--- config.mk ---
export PLATFORM = sky130hd
export DESIGN_NAME = adcd_copy
export DESIGN_NICKNAME = d
export VERILOG_FILES = /design/src/hw/rtl/adcd_pkg.sv /design/src/hw/rtl/adcd_copy.sv
export SDC_FILE = /design/constraint.sdc
export NUM_CORES = 1
export LEC_CHECK = 0
export ABC_AREA = 0
export BUFFER_PORTS_ARGS = -buffer_cell sky130_fd_sc_hd__buf_2
export CAP_MARGIN = 20
export CELL_PAD_IN_SITES_DETAIL_PLACEMENT = 0
export CELL_PAD_IN_SITES_GLOBAL_PLACEMENT = 1
export CORE_ASPECT_RATIO = 1.75
export CORE_MARGIN = 2
export CORE_UTILIZATION = 42
export DETAILED_ROUTE_END_ITERATION = 8
export PLACE_DENSITY = 0.81
export RECOVER_POWER = 100
export REMOVE_ABC_BUFFERS = 1
export SLEW_MARGIN = 40
export SYNTH_ARGS = -nofsm -noshare
export SYNTH_HDL_FRONTEND = slang
export SYNTH_SLANG_ARGS = --single-unit
export TNS_END_PERCENT = 50
--- constraint.sdc ---
create_clock -name clk -period 7.3 [get_ports clk]
set_input_delay 0 -clock clk [delete_from_list [all_inputs] [get_ports clk]]
set_output_delay 0 -clock clk [all_outputs]
set_load 0.03 [all_outputs]
--- src/hw/rtl/adcd_pkg.sv ---
package adcd_pkg;

  // History window geometry
  localparam int WINDOW_BYTES = 65536;
  localparam int WIN_AW       = 16;

  // Header byte fields
  localparam logic [7:0] MASK_PLAIN    = 8'h80;
  localparam logic [7:0] MASK_LONG     = 8'h40;
  localparam logic [7:0] MASK_LIT_LEN  = 8'h7F;
  localparam logic [7:0] MASK_COPY_LEN = 8'h3F;
  localparam logic [7:0] MASK_DIST_HI  = 8'h03;

  // Configuration
  localparam logic [23:0] CAP_RESET   = 24'hFFFFFF;
  localparam logic        REG_IDX_CAP = 1'b0;

  typedef enum logic [2:0] {
    ST_IDLE,
    ST_PARSE,
    ST_DIST,
    ST_COPY,
    ST_FINISH
  } state_t;

  typedef enum logic [1:0] {
    PH_HEADER   = 2'd0,
    PH_LITERAL  = 2'd1,
    PH_DIST_LO  = 2'd2,
    PH_DIST_HI  = 2'd3
  } phase_t;

  typedef enum logic [1:0] {
    STOP_NONE     = 2'd0,
    STOP_CAPACITY = 2'd1,
    STOP_DISTANCE = 2'd2
  } stop_t;

  // Sequencer to copy engine
  typedef struct packed {
    logic              start;
    logic [WIN_AW-1:0] rp;
    logic [6:0]        len;
  } copy_req_t;

  // Copy engine to sequencer
  typedef struct packed {
    logic       take;
    logic       emit;
    logic       fin;
    logic [7:0] wr_data;
  } copy_stat_t;

endpackage

--- src/hw/rtl/adcd_copy.sv ---
module adcd_copy import adcd_pkg::*; #(
  parameter int BYTES_PER_RESULT = 4,
  localparam int PW = 8 * BYTES_PER_RESULT,
  localparam int CW = $clog2(BYTES_PER_RESULT + 1)
) (
  input  logic              clk,
  input  logic              rst,
  input  copy_req_t         req,
  input  logic              out_free,
  input  logic [WIN_AW-1:0] wr_ptr,
  input  logic [7:0]        rd_data,
  output logic              rd_en,
  output logic [WIN_AW-1:0] rd_addr,
  output copy_stat_t        stat,
  output logic [PW-1:0]     word,
  output logic [CW-1:0]     word_cnt
);

  logic [6:0]        iss_left;
  logic [6:0]        con_left;
  logic              rd_pend;
  logic [WIN_AW-1:0] rp;
  logic              hit;
  logic [7:0]        fwd;
  logic [PW-1:0]     pk;
  logic [CW-1:0]     pk_cnt;

  logic [7:0]        cur_data;
  logic [CW-1:0]     pk_cnt_inc;
  logic              full;
  logic              fin;
  logic              emit;
  logic              take;
  logic              issue;

  // Pick the returned byte, forwarding a write that raced the read
  assign cur_data   = hit ? fwd : rd_data;
  assign pk_cnt_inc = pk_cnt + CW'(1);
  assign full       = (pk_cnt_inc == CW'(BYTES_PER_RESULT));
  assign fin        = (con_left == 7'd1);
  assign emit       = full || fin;
  assign take       = rd_pend && (!emit || out_free);
  assign issue      = (iss_left != 7'd0) && (!rd_pend || take);

  assign rd_en    = issue;
  assign rd_addr  = rp;
  assign word     = pk | (PW'(cur_data) << {pk_cnt, 3'b000});
  assign word_cnt = pk_cnt_inc;

  assign stat.take    = take;
  assign stat.emit    = emit;
  assign stat.fin     = fin;
  assign stat.wr_data = cur_data;

  // Counters and pending read
  always_ff @(posedge clk) begin
    if (rst) begin
      iss_left <= '0;
      con_left <= '0;
      rd_pend  <= 1'b0;
      pk_cnt   <= '0;
    end else if (req.start) begin
      iss_left <= req.len;
      con_left <= req.len;
      rd_pend  <= 1'b0;
      pk_cnt   <= '0;
    end else begin
      if (issue) begin
        iss_left <= iss_left - 7'd1;
      end
      rd_pend <= issue || (rd_pend && !take);
      if (take) begin
        con_left <= con_left - 7'd1;
        pk_cnt   <= emit ? '0 : pk_cnt_inc;
      end
    end
  end

  // Read pointer, forward path and pack register
  always_ff @(posedge clk) begin
    if (req.start) begin
      rp <= req.rp;
      pk <= '0;
    end else begin
      if (issue) begin
        rp  <= rp + WIN_AW'(1);
        hit <= take && (rp == wr_ptr);
        fwd <= cur_data;
      end
      if (take) begin
        pk <= emit ? '0 : word;
      end
    end
  end

endmodule

# [Word-level counts from Yosys, hierarchy flattened]
# Cells that the tools add are included.
[totals] reg_bits=75 out_inout_bits=63 word_cells=43 in_bits=51
[classes] n_reduce_logical=16 mux=9 n_bitwise=2 n_eq_ne=3 add_sub_neg=4 n_shift=1
[op_table] operator="two-way mux 16 bit" count=2
[op_table] operator="two-way mux 32 bit" count=1
[op_table] operator="OR 32 bit" count=1
[op_table] operator="left shift 8 x 6 -> 32 bit" count=1
[op_table] operator="two-way mux 7 bit" count=4
[op_table] operator="adder 16 x 1 -> 16 bit (second input constant)" count=1
[op_table] operator="== test 16 bit" count=1
[op_table] operator="subtractor 7 x 1 -> 7 bit (second input constant)" count=2
[op_table] operator="two-way mux 8 bit" count=1
[op_table] operator="== test 7 x 1 -> 1 bit (second input constant)" count=1
[op_table] operator="nonzero test 7 bit" count=1
[op_table] operator="logical AND 1 bit" count=4
[op_table] operator="logical OR 1 bit" count=4
[op_table] operator="nonzero test 2 bit" count=2
[op_table] operator="adder 3 x 1 -> 3 bit (second input constant)" count=1
[op_table] operator="== test 3 bit (second input constant)" count=1
[op_table] operator="zero test 1 bit" count=3
[op_table] operator="two-way mux 3 bit" count=1
[op_table] operator="AND reduction 2 bit" count=1
[op_table] operator="OR reduction 2 bit" count=1
[op_table] operator="NOT 1 bit" count=1

# [Logic depth before layout (Yosys ltp)]
[depth] depth_word=10 ltp_mapped=8 ltp_nobuf=7

# [Worst setup path after synthesis]
# OpenSTA, ideal clock, no wires.
[synth_path] path_kind="register to register" from="register pk_cnt[1]" to="register rp[0], in the netlist rd_addr[0], enable pin" required_ns=6.889 path_stages_with_launch=6 synth_period_minus_slack_ns=2.990 t_arrival_ns=2.578 setup_time_ns=0.411 n_path_buf=0 slack_ns=4.310 cell_sequence="dfxtp_1 > ha_1 > xnor2_4 > inv_1 > a22o_1 > o21ai_0"
[synth_via] elab_chain_cells=9
[synth_rtl] item="start, declared" line_no="adcd_copy.sv:26" rtl="logic [CW-1:0] pk_cnt;"
[synth_rtl] item="start signal, assigned" line_no="adcd_copy.sv:74" rtl="pk_cnt <= emit ? '0 : pk_cnt_inc;"
[synth_rtl] item="adder 3 x 1 -> 3 bit" line_no="adcd_copy.sv:38" rtl="assign pk_cnt_inc = pk_cnt + CW'(1);"
[synth_rtl] item="net word_cnt[2]" line_no="adcd_copy.sv:16" rtl="output logic [CW-1:0] word_cnt"
[synth_rtl] item="== test 3 bit" line_no="adcd_copy.sv:39" rtl="assign full = (pk_cnt_inc == CW'(BYTES_PER_RESULT));"
[synth_rtl] item="logical OR 1 bit" line_no="adcd_copy.sv:41" rtl="assign emit = full || fin;"
[synth_rtl] item="zero test 1 bit" line_no="adcd_copy.sv:42" rtl="assign take = rd_pend && (!emit || out_free);"
[synth_rtl] item="logical OR 1 bit" line_no="adcd_copy.sv:42"
[synth_rtl] item="logical AND 1 bit" line_no="adcd_copy.sv:42"
[synth_rtl] item="logical OR 1 bit" line_no="adcd_copy.sv:43" rtl="assign issue = (iss_left != 7'd0) && (!rd_pend || take);"
[synth_rtl] item="logical AND 1 bit" line_no="adcd_copy.sv:43"
[synth_rtl] item="nonzero test 2 bit (no line)"
[synth_rtl] item="end signal, assigned" line_no="adcd_copy.sv:82" rtl="rp <= req.rp;"
[synth_rtl] item="end signal, assigned" line_no="adcd_copy.sv:86" rtl="rp <= rp + WIN_AW'(1);"
[synth_rtl] item="end, declared" line_no="adcd_copy.sv:22" rtl="logic [WIN_AW-1:0] rp;"
# The timed path passes the listed nets, and every way through them passes these cells.
# A chain may end at the register's enable or synchronous reset.

# [Worst setup path after layout]
[layout_path] from="register con_left[0]" to="register pk[14]"
[layout_via] elab_chain_cells=5 word_cells_on_any_way=6 classes_between="1 x eq/ne; 1 x mux; 4 x reduce/logical"
[layout_rtl] item="start, declared" line_no="adcd_copy.sv:20" rtl="logic [6:0] con_left;"
[layout_rtl] item="start signal, assigned" line_no="adcd_copy.sv:64" rtl="con_left <= req.len;"
[layout_rtl] item="start signal, assigned" line_no="adcd_copy.sv:73" rtl="con_left <= con_left - 7'd1;"
[layout_rtl] item="== test 7 x 1 -> 1 bit *" line_no="adcd_copy.sv:40" rtl="assign fin = (con_left == 7'd1);"
[layout_rtl] item="logical OR 1 bit *" line_no="adcd_copy.sv:41"
[layout_rtl] item="zero test 1 bit" line_no="adcd_copy.sv:42"
[layout_rtl] item="logical OR 1 bit" line_no="adcd_copy.sv:42"
[layout_rtl] item="logical AND 1 bit" line_no="adcd_copy.sv:42"
[layout_rtl] item="end signal, assigned" line_no="adcd_copy.sv:91" rtl="pk <= emit ? '0 : word;"
[layout_rtl] item="end, declared" line_no="adcd_copy.sv:25" rtl="logic [PW-1:0] pk;"
# Every way passes the cells marked *; elsewhere a longest branch is shown, timed or not.

==> flow_metrics.py <==
metrics = {
    "yosys": {
        "ys_async_sr_fraction": 0,
        "synth_cell_types": 58,
        "yosys_warnings": 0,
        "synth_seq_cells": 75,
        "synth-edff-count": 25,
        "synth_area_per_cell_um2": 9.93,
        "ys_seq_area_frac": 0.438,
        "netlist_area_mm2": 0.00400,
        "synthCells": 403,
        "ys.flop_type": "dfxtp_1",
    },
    "worst_setup_path": {
        "arrival_ps": 4460,
        "cp_data_required_time_ps": 7570,
        "critical-path-max-stage-delay_ps": 1450,
        "crit_chain": "ha_1 > or3b_2 > o221ai_1 > inv_1 > nor2_1 > a32o_1",
        "crit_family": "simple AND/OR/NAND/NOR gates",
        "cp-end-kind": "flip-flop",
        "cp_slowest_cell": "nor2_1",
        "crit_type": "reg2reg",
        "startpoint_type": "flip-flop",
        "crit_buf_inv": 1,
        "path_max_fanout": 26,
    },
    "floorplanning": {
        "die_h_um": 133,
        "ios": 114,
        "fp.dieArea_mm2": 0.0104,
        "die_w_um": 77.8,
        "rows": 47,
        "core_mm2": 0.00935,
        "start_util": 0.428,
    },
    "grt": {
        "grt_util_met1": 0.226,
        "grt_max_degree": 60,
        "gr-total-overflow": 0,
        "grt.met3_usage": 0.0379,
        "grt_pass1_vias": 3530,
        "busiest_layer": "met2",
        "grt_pass1_wl_um": 17200,
        "grtUsageMet2": 0.390,
        "grt_antenna_before_repair": 0,
        "grt_use_total": 0.210,
    },
    "routing": {
        "drc": 0,
        "dr.first_iter.drc_count": 185,
        "ant_nets": 0,
        "vias": 3623,
        "via_per_inst": 5.57,
        "first_pass_iters": 4,
        "routedWlPerCell_um": 16.6,
        "wirelength_um": 10800,
    },
    "cells_and_area": {
        "antenna_cells": 0,
        "layout-drive-gt1-share": 0.152,
        "nNetsFinal": 581,
        "finalInstanceArea_mm2": 0.00497,
        "fillers": 909,
        "syn2layout_area_growth_pct": 24.2,
    },
    "clocking": {
        "cts_setup_buffers": 0,
        "cts_buffers": 9,
        "clock-sinks": 75,
        "cts_tree": "done",
        "clkTransAtPathRegs_ps": 60,
        "clk_latency_ps": 340,
        "cts_max_path_buffers": 2,
        "root_buffer": "clkbuf_16",
        "htree_levels": 3,
    },
    "sta": {
        "layout_setup_ws_ps": 3110,
        "fin_skew_ps": 3.81,
        "fmax_ghz": 0.239,
        "fin_tns_setup_ps": 0,
        "hold_viol": 0,
        "slew_headroom": -0.195,
        "rsz0062_at_grt": "no",
        "period_share": 0.574,
        "worstMarginPinSlew_ps": 1790,
        "setup_violations": 0,
        "final.min_clock_period_ps": 4190,
        "slew_violations": 27,
    },
    "placed_design": {
        "io_buffers": 113,
        "pre_cts_ws_ps": 4770,
        "gp_congestion": 0.766,
        "hpwl_um": 7770,
        "placed_area_mm2": 0.00466,
    },
    "pwr": {
        "p_per_area_mw_per_mm2": 245,
        "irDropWorstVdd_mv": 0.159,
        "p_leak_nw": 2.15,
    },
    "worst_hold_path": {
        "timing.hold.worst.class": "in2reg",
    },
    "run_status": {
        "violations": "max-capacitance violations, max-slew violations",
        "status": "complete, but fails checks",
    },
    "job": {
        "max_cap_viol_count": 1,
    },
}
## cell families after synthesis
family	after synthesis	share of synthesized area
compound gates	117	0.236
xor+xnor	30	0.0703
fa+ha+maj	7	0.0219
buf+inv	43	0.0463
flops	75	0.438
mux	10	0.0278
simple gates	121	0.160
## metal layers
metal	share of wire	vias to the layer above
met3	0.043	17
met2	0.54	104
met5	0	-
li1	-	1759
met4	0.021	0
met1	0.39	1743
## final cells by class
| class | count | area [µm²] | share of cell area |
|---|---|---|---|
| well taps | 122 | 153 | 0.0307 |
| multi-input cells | 285 | 2020 | 0.405 |
| flip-flops and latches | 75 | 1750 | 0.352 |
| clock inverters | 7 | 76.3 | 0.0153 |
| inverters | 18 | 67.6 | 0.0136 |
| clock buffers | 9 | 225 | 0.0453 |
| repair buffers | 134 | 683 | 0.137 |
## registers in the layout, indices dropped and copies added, names as in the netlist
signal / flops
con_left: 7
fwd: 8
hit: 1
pk_cnt: 3
iss_left: 7
pk: 32
rd_addr: 16
rd_pend: 1
## layout by cell type (no fill, tap or decap), types with 3 or more instances in the layout
cell type	count
clkbuf_1	60
buf_2	55
dfxtp_1	50
a21o_1	34
nand2_1	30
a32o_1	26
edfxtp_1	25
nor2_1	21
xor2_1	18
inv_1	17
dlygate4sd3_1	16
o21ai_0	15
nor4_1	13
nand3_1	13
xnor2_1	12
nor3_1	12
a21oi_1	10
clkbuf_16	9
mux2_1	8
ha_1	7
nor2b_1	6
a31oi_1	5
nand4_1	4
o31a_1	4
a311oi_1	4
and2_1	3
a311o_1	3
nor3b_1	3
o21bai_1	3
clkinv_4	3
buf_4	3
## per-stage QoR
| stage | utilization | total power [mW] | hold slack [ps] | cells |
|---|---|---|---|---|
| 3_3_place_gp | 0.496 | 0.778 | 272 | 618 |
| 5_1_grt | 0.532 | 1.27 | 17.9 | 650 |
| 3_5_place_dp | 0.498 | 0.784 | 284 | 618 |
| 4_1_cts | 0.548 | 1.24 | 7.32 | 650 |
| 6_report | 0.532 | 1.22 | 4.85 | 650 |
| 2_1_floorplan | - | 0.691 | 69.4 | 378 |
## power breakdown
group / switching, mW / internal, mW / leakage (nW)
clock: 0.182 / 0.267 / 0.150
combinational: 0.171 / 0.0883 / 1.34
sequential: 0.0413 / 0.470 / 0.668
## final timing paths
check / start / end / slack, ps / depth (start not counted)
max: con_left[0] / pk[14] / 3110 / 6
min: req[6] / iss_left[6] / 5 / 3
max reg2reg: con_left[0] / pk[14] / 3110 / 6
min reg2reg: pk[10] / pk[10] / 470 / 1
## worst reg2reg max path, stage by stage (launching register included)
cell and delay (ps):
dfxtp_1 420, ha_1 230, or3b_2 450, o221ai_1 860, inv_1 470, nor2_1 1450, a32o_1 250
## cells in the mapped netlist (11+ instances only)
cell type	number	area [µm²]
nor3_1	12	60.1
nand3_1	13	65.1
nor4_1	13	81.3
nand2_1	30	113
edfxtp_1	25	751
clkbuf_1	15	56.3
inv_1	16	60.1
xor2_1	18	158
nor2_1	20	75.1
a32o_1	26	260
dfxtp_1	50	1000
a21o_1	34	255
xnor2_1	11	96.3
o21ai_0	15	75.1
## what timing repair did
action	CTS	global route
resized for setup	0	0
hold buffers	16	0
hold endpoints to repair	17	0
No activity file was read; power rests on OpenSTA's default activity.
